### src/hw/rtl/rtctc_pkg.sv
package rtctc_pkg;

  // result status codes
  typedef enum logic [1:0] {
    ST_OK         = 2'd0,
    ST_READ_FAIL  = 2'd1,
    ST_BAD_SET    = 2'd2,
    ST_WRITE_FAIL = 2'd3
  } status_t;

  localparam logic FUNC_READ = 1'b0;
  localparam logic FUNC_SET  = 1'b1;

  localparam logic [7:0] MIN_LIMIT  = 8'd60;
  localparam logic [7:0] HOUR_LIMIT = 8'd24;
  localparam logic [3:0] MAX_STEP   = 4'd10;
  localparam logic signed [19:0] DAY_SECS = 20'sd86400;

  // one input word
  typedef struct packed {
    logic       func;
    logic [7:0] raw_second;
    logic [7:0] raw_minute;
    logic [7:0] raw_hour;
    logic       read_ok;
    logic       second_passed;
    logic [7:0] new_hour;
    logic [7:0] new_minute;
    logic [7:0] new_second;
    logic       write_ok;
  } item_t;

  // one result word
  typedef struct packed {
    status_t    status;
    logic [5:0] hour;
    logic [6:0] minute;
    logic [6:0] second;
    logic [5:0] bcd_hour;
    logic [6:0] bcd_minute;
    logic [6:0] bcd_second;
  } result_t;

  // tracker state
  typedef struct packed {
    logic [4:0] cached_hour;
    logic [5:0] cached_minute;
    logic [5:0] cached_second;
    logic [5:0] prev_hw_hour;
    logic [6:0] prev_hw_minute;
    logic [6:0] prev_hw_second;
    logic       prev_hw_valid;
    logic       manually_set;
  } state_t;

  // bcd byte (already masked to seven bits) to binary, nibbles unchecked
  function automatic logic [6:0] decode_bcd(input logic [6:0] v);
    decode_bcd = {3'b000, v[3:0]} + 7'(v[6:4]) * 7'd10;
  endfunction

  // binary value below 60 to bcd
  function automatic logic [6:0] encode_bcd(input logic [5:0] v);
    logic [2:0] tens;
    logic [5:0] ones;
    if (v >= 6'd50) begin
      tens = 3'd5;
    end else if (v >= 6'd40) begin
      tens = 3'd4;
    end else if (v >= 6'd30) begin
      tens = 3'd3;
    end else if (v >= 6'd20) begin
      tens = 3'd2;
    end else if (v >= 6'd10) begin
      tens = 3'd1;
    end else begin
      tens = 3'd0;
    end
    ones = v - 6'(tens) * 6'd10;
    encode_bcd = {tens, ones[3:0]};
  endfunction

  // seconds of day for a decoded sample
  function automatic logic [17:0] day_secs(input logic [5:0] h, input logic [6:0] m,
                                          input logic [6:0] s);
    day_secs = 18'(h) * 18'd3600 + 18'(m) * 18'd60 + 18'(s);
  endfunction

endpackage

### src/hw/rtl/rtctc_calc.sv
module rtctc_calc (
  input  rtctc_pkg::item_t   item,
  input  rtctc_pkg::state_t  state,
  output rtctc_pkg::result_t res,
  output rtctc_pkg::state_t  state_next
);

  logic [5:0] dh;
  logic [6:0] dm;
  logic [6:0] ds;
  logic signed [19:0] diff;
  logic signed [19:0] diff_adj;
  logic [3:0] step;
  logic [6:0] sec_sum;
  logic [5:0] adv_sec;
  logic [5:0] adv_min;
  logic [4:0] adv_hour;
  logic [6:0] min_inc;
  logic [4:0] hour_inc;
  logic set_valid;
  logic sample;
  logic [6:0] enc_h;
  logic [6:0] enc_m;
  logic [6:0] enc_s;

  function automatic logic [5:0] decode_bcd6(input logic [5:0] v);
    logic [6:0] full;
    full = rtctc_pkg::decode_bcd({1'b0, v});
    decode_bcd6 = full[5:0];
  endfunction

  // decode the masked sample bytes
  assign dh = decode_bcd6(item.raw_hour[5:0]);
  assign dm = rtctc_pkg::decode_bcd(item.raw_minute[6:0]);
  assign ds = rtctc_pkg::decode_bcd(item.raw_second[6:0]);

  // elapsed seconds since previous sample, wrapped over a day
  assign diff = $signed({2'b00, rtctc_pkg::day_secs(dh, dm, ds)})
              - $signed({2'b00, rtctc_pkg::day_secs(state.prev_hw_hour,
                                                    state.prev_hw_minute,
                                                    state.prev_hw_second)});
  assign diff_adj = (diff < 0) ? diff + rtctc_pkg::DAY_SECS : diff;

  always_comb begin
    if (!state.prev_hw_valid || diff_adj < 0 ||
        diff_adj > $signed({16'd0, rtctc_pkg::MAX_STEP})) begin
      step = 4'd1;
    end else begin
      step = diff_adj[3:0];
    end
  end

  // advance the cached time with carries
  assign sec_sum  = {1'b0, state.cached_second} + 7'(step);
  assign min_inc  = {1'b0, state.cached_minute} + 7'd1;
  assign hour_inc = state.cached_hour + 5'd1;

  always_comb begin
    adv_sec  = state.cached_second;
    adv_min  = state.cached_minute;
    adv_hour = state.cached_hour;
    if (sec_sum >= 7'd60) begin
      adv_sec = 6'(sec_sum - 7'd60);
      if (min_inc >= 7'd60) begin
        adv_min  = 6'd0;
        adv_hour = (hour_inc >= 5'd24) ? 5'd0 : hour_inc;
      end else begin
        adv_min = min_inc[5:0];
      end
    end else begin
      adv_sec = sec_sum[5:0];
    end
  end

  // set value check and encodings
  assign set_valid = (item.new_second < rtctc_pkg::MIN_LIMIT)
                  && (item.new_minute < rtctc_pkg::MIN_LIMIT)
                  && (item.new_hour < rtctc_pkg::HOUR_LIMIT);
  assign enc_h = rtctc_pkg::encode_bcd(item.new_hour[5:0]);
  assign enc_m = rtctc_pkg::encode_bcd(item.new_minute[5:0]);
  assign enc_s = rtctc_pkg::encode_bcd(item.new_second[5:0]);

  assign sample = item.second_passed && item.read_ok;

  // result word and next state
  always_comb begin
    res        = '0;
    res.status = rtctc_pkg::ST_OK;
    state_next = state;
    if (item.func == rtctc_pkg::FUNC_SET) begin
      if (!set_valid) begin
        res.status = rtctc_pkg::ST_BAD_SET;
      end else begin
        res.bcd_hour   = enc_h[5:0];
        res.bcd_minute = enc_m;
        res.bcd_second = enc_s;
        if (!item.write_ok) begin
          res.status = rtctc_pkg::ST_WRITE_FAIL;
        end else begin
          res.hour                 = item.new_hour[5:0];
          res.minute               = item.new_minute[6:0];
          res.second               = item.new_second[6:0];
          state_next.cached_hour   = item.new_hour[4:0];
          state_next.cached_minute = item.new_minute[5:0];
          state_next.cached_second = item.new_second[5:0];
          state_next.manually_set  = 1'b1;
        end
      end
    end else if (state.manually_set) begin
      if (sample) begin
        state_next.cached_hour    = adv_hour;
        state_next.cached_minute  = adv_min;
        state_next.cached_second  = adv_sec;
        state_next.prev_hw_hour   = dh;
        state_next.prev_hw_minute = dm;
        state_next.prev_hw_second = ds;
        state_next.prev_hw_valid  = 1'b1;
        res.hour   = {1'b0, adv_hour};
        res.minute = {1'b0, adv_min};
        res.second = {1'b0, adv_sec};
      end else begin
        res.hour   = {1'b0, state.cached_hour};
        res.minute = {1'b0, state.cached_minute};
        res.second = {1'b0, state.cached_second};
      end
    end else if (item.read_ok) begin
      res.hour   = dh;
      res.minute = dm;
      res.second = ds;
    end else begin
      res.status = rtctc_pkg::ST_READ_FAIL;
    end
  end

endmodule

### src/hw/rtl/rtc_time_cache_tracker.sv
// Time-of-day tracker for an external BCD clock chip. Each accepted word gives
// exactly one result word, which moves from the input register into the
// result register as soon as the result register is free, and a new word
// can be taken every cycle in which in_stall is low:
// one input register, one pass of decode, elapsed-time and carry logic, and
// one result register. The cached time and last hardware sample update as a
// word leaves the input register, so the next word always sees the state left
// by the one before it.
module rtc_time_cache_tracker (
  input  logic       clk,
  input  logic       rst,
  input  logic       in_valid,
  output logic       in_stall,
  input  logic       func,
  input  logic [7:0] raw_second,
  input  logic [7:0] raw_minute,
  input  logic [7:0] raw_hour,
  input  logic       read_ok,
  input  logic       second_passed,
  input  logic [7:0] new_hour,
  input  logic [7:0] new_minute,
  input  logic [7:0] new_second,
  input  logic       write_ok,
  output logic       out_valid,
  input  logic       out_stall,
  output logic [1:0] status,
  output logic [5:0] hour,
  output logic [6:0] minute,
  output logic [6:0] second,
  output logic [5:0] bcd_hour_out,
  output logic [6:0] bcd_minute_out,
  output logic [6:0] bcd_second_out
);

  rtctc_pkg::item_t   item_q;
  logic               item_valid;
  rtctc_pkg::state_t  state;
  rtctc_pkg::state_t  state_next;
  rtctc_pkg::result_t res;
  rtctc_pkg::result_t res_q;
  logic               out_free;
  logic               fire;

  // handshake
  assign out_free = !out_valid || !out_stall;
  assign fire     = item_valid && out_free;
  assign in_stall = item_valid && !out_free;

  // input register
  always_ff @(posedge clk) begin
    if (rst) begin
      item_valid <= 1'b0;
    end else if (!in_stall) begin
      item_valid <= in_valid;
    end
  end

  always_ff @(posedge clk) begin
    if (in_valid && !in_stall) begin
      item_q <= '{func, raw_second, raw_minute, raw_hour, read_ok, second_passed,
                  new_hour, new_minute, new_second, write_ok};
    end
  end

  rtctc_calc u_calc (
    .item       (item_q),
    .state      (state),
    .res        (res),
    .state_next (state_next)
  );

  // tracker state
  always_ff @(posedge clk) begin
    if (rst) begin
      state <= '0;
    end else if (fire) begin
      state <= state_next;
    end
  end

  // result register
  always_ff @(posedge clk) begin
    if (rst) begin
      out_valid <= 1'b0;
    end else if (out_free) begin
      out_valid <= item_valid;
    end
  end

  always_ff @(posedge clk) begin
    if (fire) begin
      res_q <= res;
    end
  end

  assign status         = res_q.status;
  assign hour           = res_q.hour;
  assign minute         = res_q.minute;
  assign second         = res_q.second;
  assign bcd_hour_out   = res_q.bcd_hour;
  assign bcd_minute_out = res_q.bcd_minute;
  assign bcd_second_out = res_q.bcd_second;

endmodule

### config.mk
export PLATFORM = sky130hd
export DESIGN_NAME = rtc_time_cache_tracker
export DESIGN_NICKNAME = d
export VERILOG_FILES = /design/src/hw/rtl/rtctc_pkg.sv /design/src/hw/rtl/rtctc_calc.sv /design/src/hw/rtl/rtc_time_cache_tracker.sv
export SDC_FILE = /design/constraint.sdc
export NUM_CORES = 1
export LEC_CHECK = 0
export BUFFER_PORTS_ARGS = -buffer_cell sky130_fd_sc_hd__buf_4
export CORE_MARGIN = 2
export CORE_UTILIZATION = 25
export DETAILED_ROUTE_END_ITERATION = 10
export SLEW_MARGIN = 0
export SYNTH_ARGS = -nofsm -noshare
export SYNTH_HDL_FRONTEND = slang
export SYNTH_SLANG_ARGS = --single-unit
### constraint.sdc
create_clock -name clk -period 12.5 [get_ports clk]
set_input_delay 1.25 -clock clk [delete_from_list [all_inputs] [get_ports clk]]
set_output_delay 1.25 -clock clk [all_outputs]
set_load 0.005 [all_outputs]
Yosys cells after proc, flatten, opt, wreduce, memory -nomap -nowiden
Index checks and enable logic that the tools add are counted.

word-level totals
  register bits = 131
  input port bits = 56
  output and inout bits = 44
  logic and storage cells = 138

operators by class
  $add $sub $neg = 16
  multiply operators = 10
  $lt $le $gt $ge = 24
  equal/unequal tests = 2
  multiplexer cells = 38
  bitwise operators = 1
  reductions and logical operators = 20

operator list
  cell                      number
  $mux W20                  4
  $mux W38                  2
  $mux W17                  3
  $mux W40                  1
  $add A18 B13 Y18          2
  $add A18 B7 Y18           2
  $ge A6 B5 Y1 const B      6
  $ge A6 B6 Y1 const B      6
  $mux W3                   12
  $mul A6 B8 Y14 const B    2
  $mul A7 B4 Y11 const B    2
  $mux W22                  1
  $add A19 B18 Y20 const B  1
  $gt A20 B5 Y1 const B     1
  $lt A20 B1 Y1 const B     1
  $lt A19 B1 Y1 const B     1
  $mux W19                  1
  $sub A18 B18 Y19          1
  $ge A6 B4 Y1 const B      3
  $mux W6                   3
  $lt A8 B6 Y1 const B      2
  $mux W5                   3
  $add A4 B7 Y7             2
  $ge A7 B6 Y1 const B      2
  24 further kinds          47

Depth between registers and ports, before layout
  depth after elaboration = 18
  gate-level depth with buffers = 46
  mapped depth without buffers = 44

Modules after synthesis
From an unflattened synthesis, not the netlist that was laid out.

second synthesis, totals
  cell total of the unflattened synthesis = 1290
  area, all modules = 12296.8 um2

modules (own cells, without submodules)
  module                  instances  cells each  area an instance (um2)
  rtctc_calc              1          1018        7636.1
  rtc_time_cache_tracker  1          272         4660.7

Worst setup path after synthesis
Ideal clock, no wire load.

  path kind = register -> register
  from = reg item_q[39] in the netlist's numbering
  to = reg res_q (netlist bit second[3]) (data pin)
  arrival = 9857 ps
  setup slack = 2382 ps
  stages on the path, launching flop included = 46
  path buffers = 2
  period minus slack after synthesis = 10118 ps
  cells stage by stage = edfxtp_1 > ha_1 > ha_1 > xnor2_1 > inv_1 > ha_1 > xnor2_1 > fa_1 > inv_1 > ha_1 > inv_1 > o21ai_0 > a21oi_1 > o21bai_1 > a21o_1 > a21oi_1 > xnor2_1 > ha_1 > (+10 left out) > buf_6 > a311oi_4 > nand2_1 > o211a_1 > a311o_1 > or4_1 > ha_1 > a21o_1 > a21o_1 > xor2_1 > ha_1 > nand2_1 > o2bb2ai_1 > o21ai_0 > nand2_1 > mux2i_1 > a311oi_1 > a221o_1

RTL lines
  element                   line                          text
  start: declaration        rtc_time_cache_tracker.sv:35  rtctc_pkg::item_t item_q;
  start signal: assignment  rtc_time_cache_tracker.sv:60  item_q <= '{func, raw_second, raw_minute, raw_hour, read_ok, second_passed,
  end signal: assignment    rtc_time_cache_tracker.sv:92  res_q <= res;
  end: declaration          rtc_time_cache_tracker.sv:40  rtctc_pkg::result_t res_q;

==> qor.txt <==
Run status - complete, no violations
Fin util - 29.6%
Final GP Congestion - 0.863
Main synth FF type - edfxtp_1
I/O pins - 100
Crit path launch type - flip-flop
# port buffers - 95
Post-CTS Resized - 0
Starting Density - 25.2%
DRC - 0
Hold path start - state[6]$_SDFFE_PP0P_
ANT nets after route - 0
Longest Clk Path Bufs - 2
Hold Path Cell Cnt - 2
Vias in the first global route - 8748
Clock root buffer - clkbuf_16
Later-pin clock latency in the skew report - 0.45 ns
Placement Setup Slack - 0.881 ns
Synth Cell Area - 11300 um2
CP arrival - 11.75 ns
Final setup TNS - 0 ns
Via count - 8821
Largest net degree at the start of global routing - 49
RR Endpoint - second[3]$_DFFE_PP_
Reg2reg start - item_q[39]$_DFFE_PP_
Initial antenna violation count - 0
Post-CTS Setup Inserts - 0
Count leader, synth - ha_1
CTS H-tree depth - 4
Post-synth top cells - 156 x ha_1, 121 x inv_1, 101 x a21oi_1
Num CTS Buffers - 17
CP max-delay cell - fa_1
Cts hold-fix bufs - 0
Routed met3 length - 1.57 mm
Simple logic cell fraction of the synthesized area - 11.7%
Syn-to-layout area delta - 17.5%
Die Y - 217 um
WHS Endpoint - state[6]$_SDFFE_PP0P_
Synth top area cells - edfxtp_1 24%, ha_1 17%, fa_1 7.9%, dfxtp_1 7.2%, xnor2_1 5.1%
CTS tree - yes
Number of synthesized flops with an enable pin - 90
Compound-Gate Fraction of Synth Area - 19.2%
Post-synthesis mux area share - 0.540%
Final wirelength - 29.0 mm
Fmax - 86.3 MHz
Total gr overflow - 0
Total Routing Usage GR - 12.6%
Top layer in use - met4
CP endpoint kind - flip-flop
Metal-1 WL - 12.9 mm
Fin. max-slew vios - 0
CP Class - reg -> reg
Data required, critical path - 12.67 ns
Syn Nets - 1441
Post-synthesis sequential area ratio - 31.1%
Fin crit share - 92.7%
Initial DRC count - 636
Nets - 1526
Syn avg cell area - 9.58 um2
Total of max-cap violations - 0
DR WL/cell - 15.4 um
Actual slew at the worst max-slew pin - 0.921 ns
Synthesized-area fraction occupied by adder cells - 25.1%
Max incr delay on CP - 0.75 ns
Syn. warnings - 0
Most common cell on crit path - fa_1
FP Rows - 78
Final Hold Viols - 0
Largest family of logic cells by synthesized area - adder cells
Core area - 45100 um2
ANT cells - 0
Layout cells sized above 1 - 12.0%
Post-DP HPWL - 22.3 mm
PnR worst setup slack - 0.918 ns
Synth cell types - 80
Die ar. - 47100 um2
Fin crit period - 11.58 ns
Post-Synthesis Cells - 1184
Flops & latches, synth - 131
Setup violations, final - 0
CP Max Fanout - 9
Synth top area share - 23.8%
Drt first pass iters - 5
Clock skew - 0.0119 ns
First-pass GRT wire length - 46.7 mm
Clk pin slew, worst setup/hold paths - 0.06 ns
Via density - 4.69
Ys async rst share - 0%
Synth Area in XOR/XNOR - 7.01%
Sink Count - 131
Met2 wire len - 13.7 mm
Die Wd - 217 um
Hold crit path type - reg -> reg
Yosys top cell by area - edfxtp_1
RSZ-0062 raised after global routing - no
Normalized max-slew margin - 38.5%
Reg2Reg Setup Slack - 0.92 ns
R2R depth - 37
cell usage in the layout, fill, tap and decap left out, types with 11 or more instances in the layout:
cell type,instances
o31ai_1,11
clkbuf_16,17
nor2_1,63
xor2_1,23
and3_1,12
o21ai_0,64
nor3_1,13
nand2b_1,13
nor2b_1,17
dfxtp_1,41
o21bai_1,13
edfxtp_1,90
a222oi_1,14
nand3_1,24
ha_1,156
a21o_1,25
a21oi_1,101
buf_4,105
nand2_1,86
inv_1,121
fa_1,45
xnor2_1,65
a211oi_1,12
state kept, by name, indices dropped and copies added, names as in the netlist:
signal	cells
status	2
bcd_second_out	7
item_q	48
second	7
bcd_minute_out	7
out_valid	1
item_valid	1
hour	6
state	39
minute	7
bcd_hour_out	6
layout make-up:
class / count / area, um2
clock buffers: 18 / 429
inverters: 121 / 454
multi-input cells: 893 / 7240
clock inverters: 14 / 144
flip-flops and latches: 131 / 3520
well taps: 600 / 751
fillers: 4730 / 31800
repair buffers: 105 / 788
stage by stage:
| step | hold slack, ns | std cells | instance area, um2 |
|---|---|---|---|
| 5_1_grt | 0.477 | 1882 | 13300 |
| 3_3_place_gp | 0.446 | 1850 | 12700 |
| 4_1_cts | 0.459 | 1882 | 13300 |
| 2_1_floorplan | 0.436 | 1184 | 11300 |
| 3_5_place_dp | 0.451 | 1850 | 12700 |
| 6_report | 0.456 | 1882 | 13300 |
layer usage:
| layer | vias to the layer above | GRT usage, % |
|---|---|---|
| met5 | - | 0 |
| met4 | 0 | 5.02 |
| met3 | 36 | 3.24 |
| met2 | 180 | 21.7 |
| met1 | 4164 | 15.0 |
| li1 | 4441 | - |
worst max-delay path: cells and delay by family (launching register included):
kind            cells  cell delay (ns)
compound gates     15             3.82
xor+xnor            2             0.58
fa+ha+maj          10             4.38
buf+inv             2             0.11
flops               1             0.41
mux                 1             0.29
simple gates        7             1.70
cells by family (layout without fill, tap and decap cells):
kind of cell | after synthesis | count (layout)
simple gates | 274 | 274
fa+ha+maj | 201 | 201
flops | 131 | 131
compound gates | 322 | 322
xor+xnor | 90 | 90
mux | 6 | 6
buf+inv | 160 | 258
how the worst max path moves through the flow:
stage | from | endpoint | depth (start not counted)
floorplan | item_q[39]$_DFFE_PP_ | second[3]$_DFFE_PP_ | 45
global placement | item_q[39]$_DFFE_PP_ | second[3]$_DFFE_PP_ | 43
detailed placement | item_q[39]$_DFFE_PP_ | second[3]$_DFFE_PP_ | 41
CTS | item_q[39]$_DFFE_PP_ | second[3]$_DFFE_PP_ | 41
global route | item_q[39]$_DFFE_PP_ | second[3]$_DFFE_PP_ | 37
finish | item_q[39]$_DFFE_PP_ | second[3]$_DFFE_PP_ | 37
Power is not shown: default switching activity piles up to over one toggle a cycle in this logic, so the estimate is an artifact.
